`src/hw/rtl/psc_pkg.sv`:
```
// Shared types and character codes for the pattern syntax checker.
`timescale 1ns / 1ps

package psc_pkg;

  // Largest nesting depth accepted by default for either bracket kind.
  localparam int unsigned DEPTH_MAX_DEF = 255;

  localparam logic [7:0] CH_NUL    = 8'h00;
  localparam logic [7:0] CH_FF     = 8'hFF;
  localparam logic [7:0] CH_DOLLAR = 8'h24;
  localparam logic [7:0] CH_STAR   = 8'h2A;
  localparam logic [7:0] CH_PLUS   = 8'h2B;
  localparam logic [7:0] CH_QUEST  = 8'h3F;
  localparam logic [7:0] CH_LSQ    = 8'h5B;
  localparam logic [7:0] CH_RSQ    = 8'h5D;
  localparam logic [7:0] CH_LPAR   = 8'h28;
  localparam logic [7:0] CH_RPAR   = 8'h29;
  localparam logic [7:0] CH_BSLASH = 8'h5C;
  localparam logic [7:0] CH_TAB    = 8'h09;
  localparam logic [7:0] CH_SPACE  = 8'h20;

  // One input word as held in the input register.
  typedef struct packed {
    logic [7:0] char_in;
    logic       is_last;
  } psc_item_t;

endpackage

```
`src/hw/rtl/psc_in_reg.sv`:
```
// Input register stage of the pattern syntax checker.
`timescale 1ns / 1ps

module psc_in_reg
  import psc_pkg::*;
(
  input  logic      clk,
  input  logic      rst_n,
  input  logic      in_valid,
  output logic      in_ready,
  input  psc_item_t in_item,
  output logic      hold_valid,
  output psc_item_t hold_item,
  input  logic      take
);

  logic      valid_r;
  logic      valid_nxt;
  psc_item_t item_r;

  // The register can load whenever it is empty or its word leaves this cycle.
  assign in_ready  = !valid_r || take;
  assign valid_nxt = in_valid || (valid_r && !take);

  always_ff @(posedge clk) begin
    if (!rst_n) begin
      valid_r <= 1'b0;
    end else if (in_ready) begin
      valid_r <= valid_nxt;
    end
  end

  always_ff @(posedge clk) begin
    if (in_valid && in_ready) begin
      item_r <= in_item;
    end
  end

  assign hold_valid = valid_r;
  assign hold_item  = item_r;

endmodule

```
`src/hw/rtl/psc_core.sv`:
```
// Per-string syntax state and its combinational next-state update.
`timescale 1ns / 1ps

module psc_core
  import psc_pkg::*;
#(
  parameter int unsigned DEPTH_MAX = DEPTH_MAX_DEF
) (
  input  logic      clk,
  input  logic      rst_n,
  input  logic      take,
  input  psc_item_t item,
  output logic      verdict
);

  localparam int unsigned DW = $clog2(DEPTH_MAX + 1);
  localparam logic [DW-1:0] DMAX = DW'(DEPTH_MAX);

  logic [DW-1:0] sq_r, sq_nxt, rd_r, rd_nxt;
  logic          esc_r, esc_nxt;
  logic [7:0]    prev_r, prev_nxt;
  logic          have_prev_r, have_prev_nxt;
  logic          failed_r, failed_nxt;
  logic          start_r, start_nxt;

  logic [7:0] c;
  logic       last;
  logic       is_quant;
  logic       lone_special;

  assign c    = item.char_in;
  assign last = item.is_last;
  assign is_quant = (c == CH_STAR) || (c == CH_PLUS) || (c == CH_QUEST);
  assign lone_special = is_quant || (c == CH_DOLLAR) || (c == CH_LSQ) || (c == CH_RSQ);

  always_comb begin
    sq_nxt        = sq_r;
    rd_nxt        = rd_r;
    esc_nxt       = esc_r;
    prev_nxt      = prev_r;
    have_prev_nxt = have_prev_r;
    failed_nxt    = failed_r;
    start_nxt     = 1'b0;

    if ((c == CH_NUL) || (c == CH_FF)) begin
      failed_nxt = 1'b1;
    end
    if (start_r && last && lone_special) begin
      failed_nxt = 1'b1;
    end

    if (esc_r) begin
      esc_nxt = 1'b0;
    end else if ((c == CH_BSLASH) && !last) begin
      esc_nxt = 1'b1;
    end else begin
      // Opens saturate at the limit and closes stop at zero, both failing.
      if (c == CH_LSQ) begin
        if (sq_r >= DMAX) failed_nxt = 1'b1;
        else              sq_nxt = sq_r + 1'b1;
      end else if (c == CH_RSQ) begin
        if (sq_r == '0) failed_nxt = 1'b1;
        else            sq_nxt = sq_r - 1'b1;
      end else if (c == CH_LPAR) begin
        if (rd_r >= DMAX) failed_nxt = 1'b1;
        else              rd_nxt = rd_r + 1'b1;
      end else if (c == CH_RPAR) begin
        if (rd_r == '0) failed_nxt = 1'b1;
        else            rd_nxt = rd_r - 1'b1;
      end
      if (is_quant && (!have_prev_r || (prev_r != CH_RPAR))) begin
        failed_nxt = 1'b1;
      end
    end

    if ((c != CH_SPACE) && (c != CH_TAB)) begin
      prev_nxt      = c;
      have_prev_nxt = 1'b1;
    end
  end

  assign verdict = !failed_nxt && (sq_nxt == '0) && (rd_nxt == '0);

  always_ff @(posedge clk) begin
    if (!rst_n) begin
      sq_r        <= '0;
      rd_r        <= '0;
      esc_r       <= 1'b0;
      prev_r      <= '0;
      have_prev_r <= 1'b0;
      failed_r    <= 1'b0;
      start_r     <= 1'b1;
    end else if (take) begin
      if (last) begin
        // The final word closes the string: back to the idle state.
        sq_r        <= '0;
        rd_r        <= '0;
        esc_r       <= 1'b0;
        prev_r      <= '0;
        have_prev_r <= 1'b0;
        failed_r    <= 1'b0;
        start_r     <= 1'b1;
      end else begin
        sq_r        <= sq_nxt;
        rd_r        <= rd_nxt;
        esc_r       <= esc_nxt;
        prev_r      <= prev_nxt;
        have_prev_r <= have_prev_nxt;
        failed_r    <= failed_nxt;
        start_r     <= start_nxt;
      end
    end
  end

endmodule

```
`src/hw/rtl/pattern_syntax_checker_unit.sv`:
```
// Top level of the pattern syntax checker: input register, checker state and result register.
`timescale 1ns / 1ps
// A word is registered on acceptance; a final word's verdict enters the result register when
// the checker takes it. The state update is a single pass of counters and compares.
// Throughput: one word per cycle, but a final word waits while the result register is full.
// Reset: rst_n is synchronous and active low; it empties both registers and returns the
// checker to the start of a new string.

module pattern_syntax_checker_unit
  import psc_pkg::*;
#(
  parameter int unsigned DEPTH_MAX = DEPTH_MAX_DEF
) (
  input  logic       clk,
  input  logic       rst_n,
  input  logic       in_tvalid,
  output logic       in_tready,
  input  logic [7:0] in_tdata,   // [7:0] char_in
  input  logic       in_tlast,   // is_last
  output logic       out_tvalid,
  input  logic       out_tready,
  output logic [7:0] out_tdata   // [0] valid_res, [7:1] zero
);

  psc_item_t in_item;
  psc_item_t hold_item;
  logic      hold_valid;
  logic      take;
  logic      verdict;
  logic      out_valid_r, out_valid_nxt;
  logic      out_res_r;
  logic      out_free;

  assign in_item.char_in = in_tdata;
  assign in_item.is_last = in_tlast;

  // Input register: decouples the upstream handshake from the checker.
  psc_in_reg u_in_reg (
    .clk        (clk),
    .rst_n      (rst_n),
    .in_valid   (in_tvalid),
    .in_ready   (in_tready),
    .in_item    (in_item),
    .hold_valid (hold_valid),
    .hold_item  (hold_item),
    .take       (take)
  );

  // The output register is free when empty or when its word is taken this cycle.
  assign out_free = !out_valid_r || out_tready;

  // A word that is not the last of its string produces no result, so it only needs the
  // checker to advance; a final word also needs room in the result register.
  assign take = hold_valid && (!hold_item.is_last || out_free);

  psc_core #(
    .DEPTH_MAX (DEPTH_MAX)
  ) u_core (
    .clk     (clk),
    .rst_n   (rst_n),
    .take    (take),
    .item    (hold_item),
    .verdict (verdict)
  );

  always_comb begin
    out_valid_nxt = out_valid_r && !out_tready;
    if (take && hold_item.is_last) begin
      out_valid_nxt = 1'b1;
    end
  end

  always_ff @(posedge clk) begin
    if (!rst_n) begin
      out_valid_r <= 1'b0;
    end else begin
      out_valid_r <= out_valid_nxt;
    end
  end

  always_ff @(posedge clk) begin
    if (take && hold_item.is_last) begin
      out_res_r <= verdict;
    end
  end

  assign out_tvalid = out_valid_r;
  assign out_tdata  = {7'd0, out_res_r};

  // A final word that leaves the input register always lands in the result register.
  a_last_gives_result: assert property (@(posedge clk) disable iff (!rst_n)
    (take && hold_item.is_last) |=> out_tvalid)
    else $error("final word did not produce a result");

  // A word that is not final never creates a result on its own.
  a_no_spurious_result: assert property (@(posedge clk) disable iff (!rst_n)
    (!(take && hold_item.is_last) && !(out_tvalid && !out_tready)) |=> !out_tvalid)
    else $error("result appeared without a final word");

  // A pending final word never waits while the result register is free.
  a_no_idle_stall: assert property (@(posedge clk) disable iff (!rst_n)
    (hold_valid && out_free) |-> take)
    else $error("input register stalled with a free output");

  // Reset leaves the result register empty.
  a_reset_empty: assert property (@(posedge clk)
    !rst_n |=> !out_tvalid)
    else $error("result valid after reset");

endmodule

```
`config.mk`:
```
export PLATFORM = sky130hd
export DESIGN_NAME = pattern_syntax_checker_unit
export DESIGN_NICKNAME = d
export VERILOG_FILES = /design/src/hw/rtl/psc_pkg.sv /design/src/hw/rtl/psc_in_reg.sv /design/src/hw/rtl/psc_core.sv /design/src/hw/rtl/pattern_syntax_checker_unit.sv
export SDC_FILE = /design/constraint.sdc
export NUM_CORES = 1
export LEC_CHECK = 0
export BUFFER_PORTS_ARGS = -buffer_cell sky130_fd_sc_hd__buf_2
export CAP_MARGIN = 10
export CORE_MARGIN = 3
export CORE_UTILIZATION = 42
export CTS_CLUSTER_SIZE = 28
export DETAILED_ROUTE_END_ITERATION = 8
export GPL_ROUTABILITY_DRIVEN = 0
export PLACE_DENSITY = 0.63
export REMOVE_ABC_BUFFERS = 1
export SLEW_MARGIN = 20
export SYNTH_ARGS = -nofsm -noshare
export SYNTH_HDL_FRONTEND = slang
export SYNTH_SLANG_ARGS = --single-unit
```
`constraint.sdc`:
```
create_clock -name clk -period 4.6 [get_ports clk]
set_clock_uncertainty 0.15 [all_clocks]
set_input_delay 0.92 -clock clk [delete_from_list [all_inputs] [get_ports clk]]
set_output_delay 0.92 -clock clk [all_outputs]
set_load 0.005 [all_outputs]
```
==> impl_metrics.ini <==
[run_status]
status = finished clean

[global_route]
grt_pass1_wl_mm = 13.0
grt-ovfl-total = 0
antenna_found_initial = 0
first_global_vias = 2632
grt_max_degree = 29
grt_util_all_layers = 0.207

[setup_path]
path_cells = nor4_4, nand4_1, nor2_1, a2bb2oi_1, o221ai_1, nor4b_1, and4_1
cp_num_cells = 7
cp_top_family = simple AND/OR/NAND/NOR gates
arrival_ps = 3270
max_stage_delay_ps = 580
crit_fanout = 11
path_buf_inv = 0
critPathLaunchType = flop
ff2ff_path_depth = 7
cp.required_ps = 4620
slowest_stage = edfxtp_1
worst-r2r-setup-slack_ps = 1350
crit_path_end_kind = flop
crit_type = reg -> reg

[logic_synthesis]
yosysWarnings = 0
synth_compound_area_frac = 0.266
synthArstFlopShare = 0
yosys_register_bits = 40
syn_area_sq_um = 2900
synth.mux.area_fraction = 0.0103
yosysTopAreaCellShare = 0.207
synth.most_common_cell = nor2_1
ys_seq_area_frac = 0.310
synth_fa_ha_area_frac = 0.0259
synthSimpleGateAreaFrac = 0.324
ys_top_cells_by_count = nor2_1 (50), nand2_1 (31), dfxtp_1 (30)
synth_top_family_by_area = simple AND/OR/NAND/NOR gates
synth-xor-area-share = 0.00302
synth_area_leaders = dfxtp_1 (21%), edfxtp_1 (10%), nor2_1 (6.5%)
ys.flop_type = dfxtp_1
yosysUniqueCellTypes = 73
syn-instance-count = 368
synth_enable_flop_cells = 10
synth_area_leader_cell = dfxtp_1
avgSynthCellArea_sq_um = 7.89

[pwr]
power.switching_uw = 183
power_frac_clock = 0.356
total_power_uw = 679
pwr_density_cell_nw_per_um2 = 223
seqPwrFrac = 0.570
p_leak_nw = 1.12
p_sw_frac = 0.270
p_int_uw = 496
pwr-share-comb = 0.074
peakVddDrop_mv = 0.167

[clock_network]
clock_sinks = 40
insertion_delay_ps = 290
path_clk_slew_ps = 90
ctsHoldBuffers = 0
ctsResizeCount = 0
root_buffer = clkbuf_8
cts_buffers = 5
htreeDepth = 2
cts_tree = yes
postCtsSetupBuffers = 0
clock_path_buffers = 2

[finish]
final_util = 0.467
num-nets-final = 388
drive_gt1_frac = 0.124
fillerInstances = 659
diodes = 0
syn_to_final_growth_pct = 5.13

[detailed_routing]
drtIter0Drc = 432
wl_per_cell_um = 17.3
post-route-drc-count = 0
ant_nets = 0
dr.pass1.iters = 5
avgViaCountPerCell = 6.48
vias = 2897
wl_mm = 7.75

[timing]
fmax_mhz = 308
setup_viol_count_final = 0
whs_ps = 338
tightest_slew_ps = 915
min_period_ps = 3250
rsz0062_at_grt = false
maxSlewViolCount = 0
hold_viol_final = 0
maxSlewHeadroom = 0.388
post-route-period-util = 0.707
timing.setup.tns_ps = 0

[floorplan]
core_sq_um = 6530
die-area_sq_um = 7950
ios = 23
rows = 29
start_util = 0.445
die_x_um = 89.2
fp.dieH_um = 89.2

[worst_hold_path]
holdPathStages = 1
hp-class = reg -> reg

[place]
port_buffers = 15
hpwl_mm = 5.43

[job]
cap_violations = 0
-- logic make-up after synthesis --
kind of cell	after synthesis
AO/OA/AOI/OAI	109
XOR/XNOR	1
adder cells (fa/ha/maj)	6
buffers and inverters	36
flip-flops	40
multiplexers	3
other	1
AND/OR/NAND/NOR	172
-- through the flow --
step | cells | cell area [sq um] | worst slack [ps]
finish | 447 | 3050 | 1350
global route | 447 | 3050 | 1130
CTS | 447 | 3050 | 1410
detailed placement | 439 | 2960 | 1410
global placement | 439 | 2960 | 1360
floorplan | 346 | 2780 | 1910
-- state kept, by name (all words and copies together), names as in the netlist, 8 cells and up --
signal,count
u_core.prev_r,8
u_core.rd_r,8
u_core.sq_r,8
u_in_reg.hold_item,9
-- layer usage --
metal | part of all wire | vias up | GRT usage
met4 | 0.028 | 0 | 0.0798
met5 | 0 | - | 0
met1 | 0.45 | 1342 | 0.289
met2 | 0.45 | 146 | 0.305
met3 | 0.080 | 21 | 0.0525
li1 | - | 1388 | -
-- area by class of cell --
| type | count | area (sq um) | share of cell area |
|---|---|---|---|
| Clock buffer | 5 | 68.8 | 0.0225 |
| Clock inverter | 3 | 21.3 | 0.00697 |
| Inverter | 8 | 30.0 | 0.00984 |
| Multi-Input combinational cell | 298 | 1850 | 0.607 |
| Sequential cell | 40 | 901 | 0.295 |
| Tap cell | 77 | 96.3 | 0.0316 |
| Timing Repair Buffer | 16 | 82.6 | 0.0270 |
-- power by group through the flow --
stage          Sequential [mW]  Clock (mW)  Combinational, mW
6_report                 0.387       0.242             0.0504
5_1_grt                  0.389       0.267             0.0562
4_1_cts                  0.387       0.248             0.0493
3_5_place_dp             0.395           0             0.0491
3_3_place_gp             0.395           0             0.0490
2_1_floorplan            0.389           0             0.0342
-- worst reg2reg max path: stages (launching register included) --
cell	delay, ps
edfxtp_1	580
nor4_4	470
nand4_1	450
nor2_1	280
a2bb2oi_1	90
o221ai_1	340
nor4b_1	510
and4_1	260
-- worst paths after layout --
kind,to,from
setup / recovery,out_res_r,u_in_reg.hold_item[3]
hold / removal,u_core.start_r,u_core.start_r
setup reg to reg,out_res_r,u_in_reg.hold_item[3]
hold reg to reg,u_core.start_r,u_core.start_r
-- placed cells by master, fill, tap and decap left out, drive strengths merged, types with 8 or more instances in the layout --
master,n
a21oi,19
a22oi,23
a31oi,9
buf,16
dfxtp,30
edfxtp,10
inv,9
nand2,31
nand3,9
nand4,8
nor2,51
nor3,14
nor4,8
o21ai,17
(Power assumes the default switching activity.)
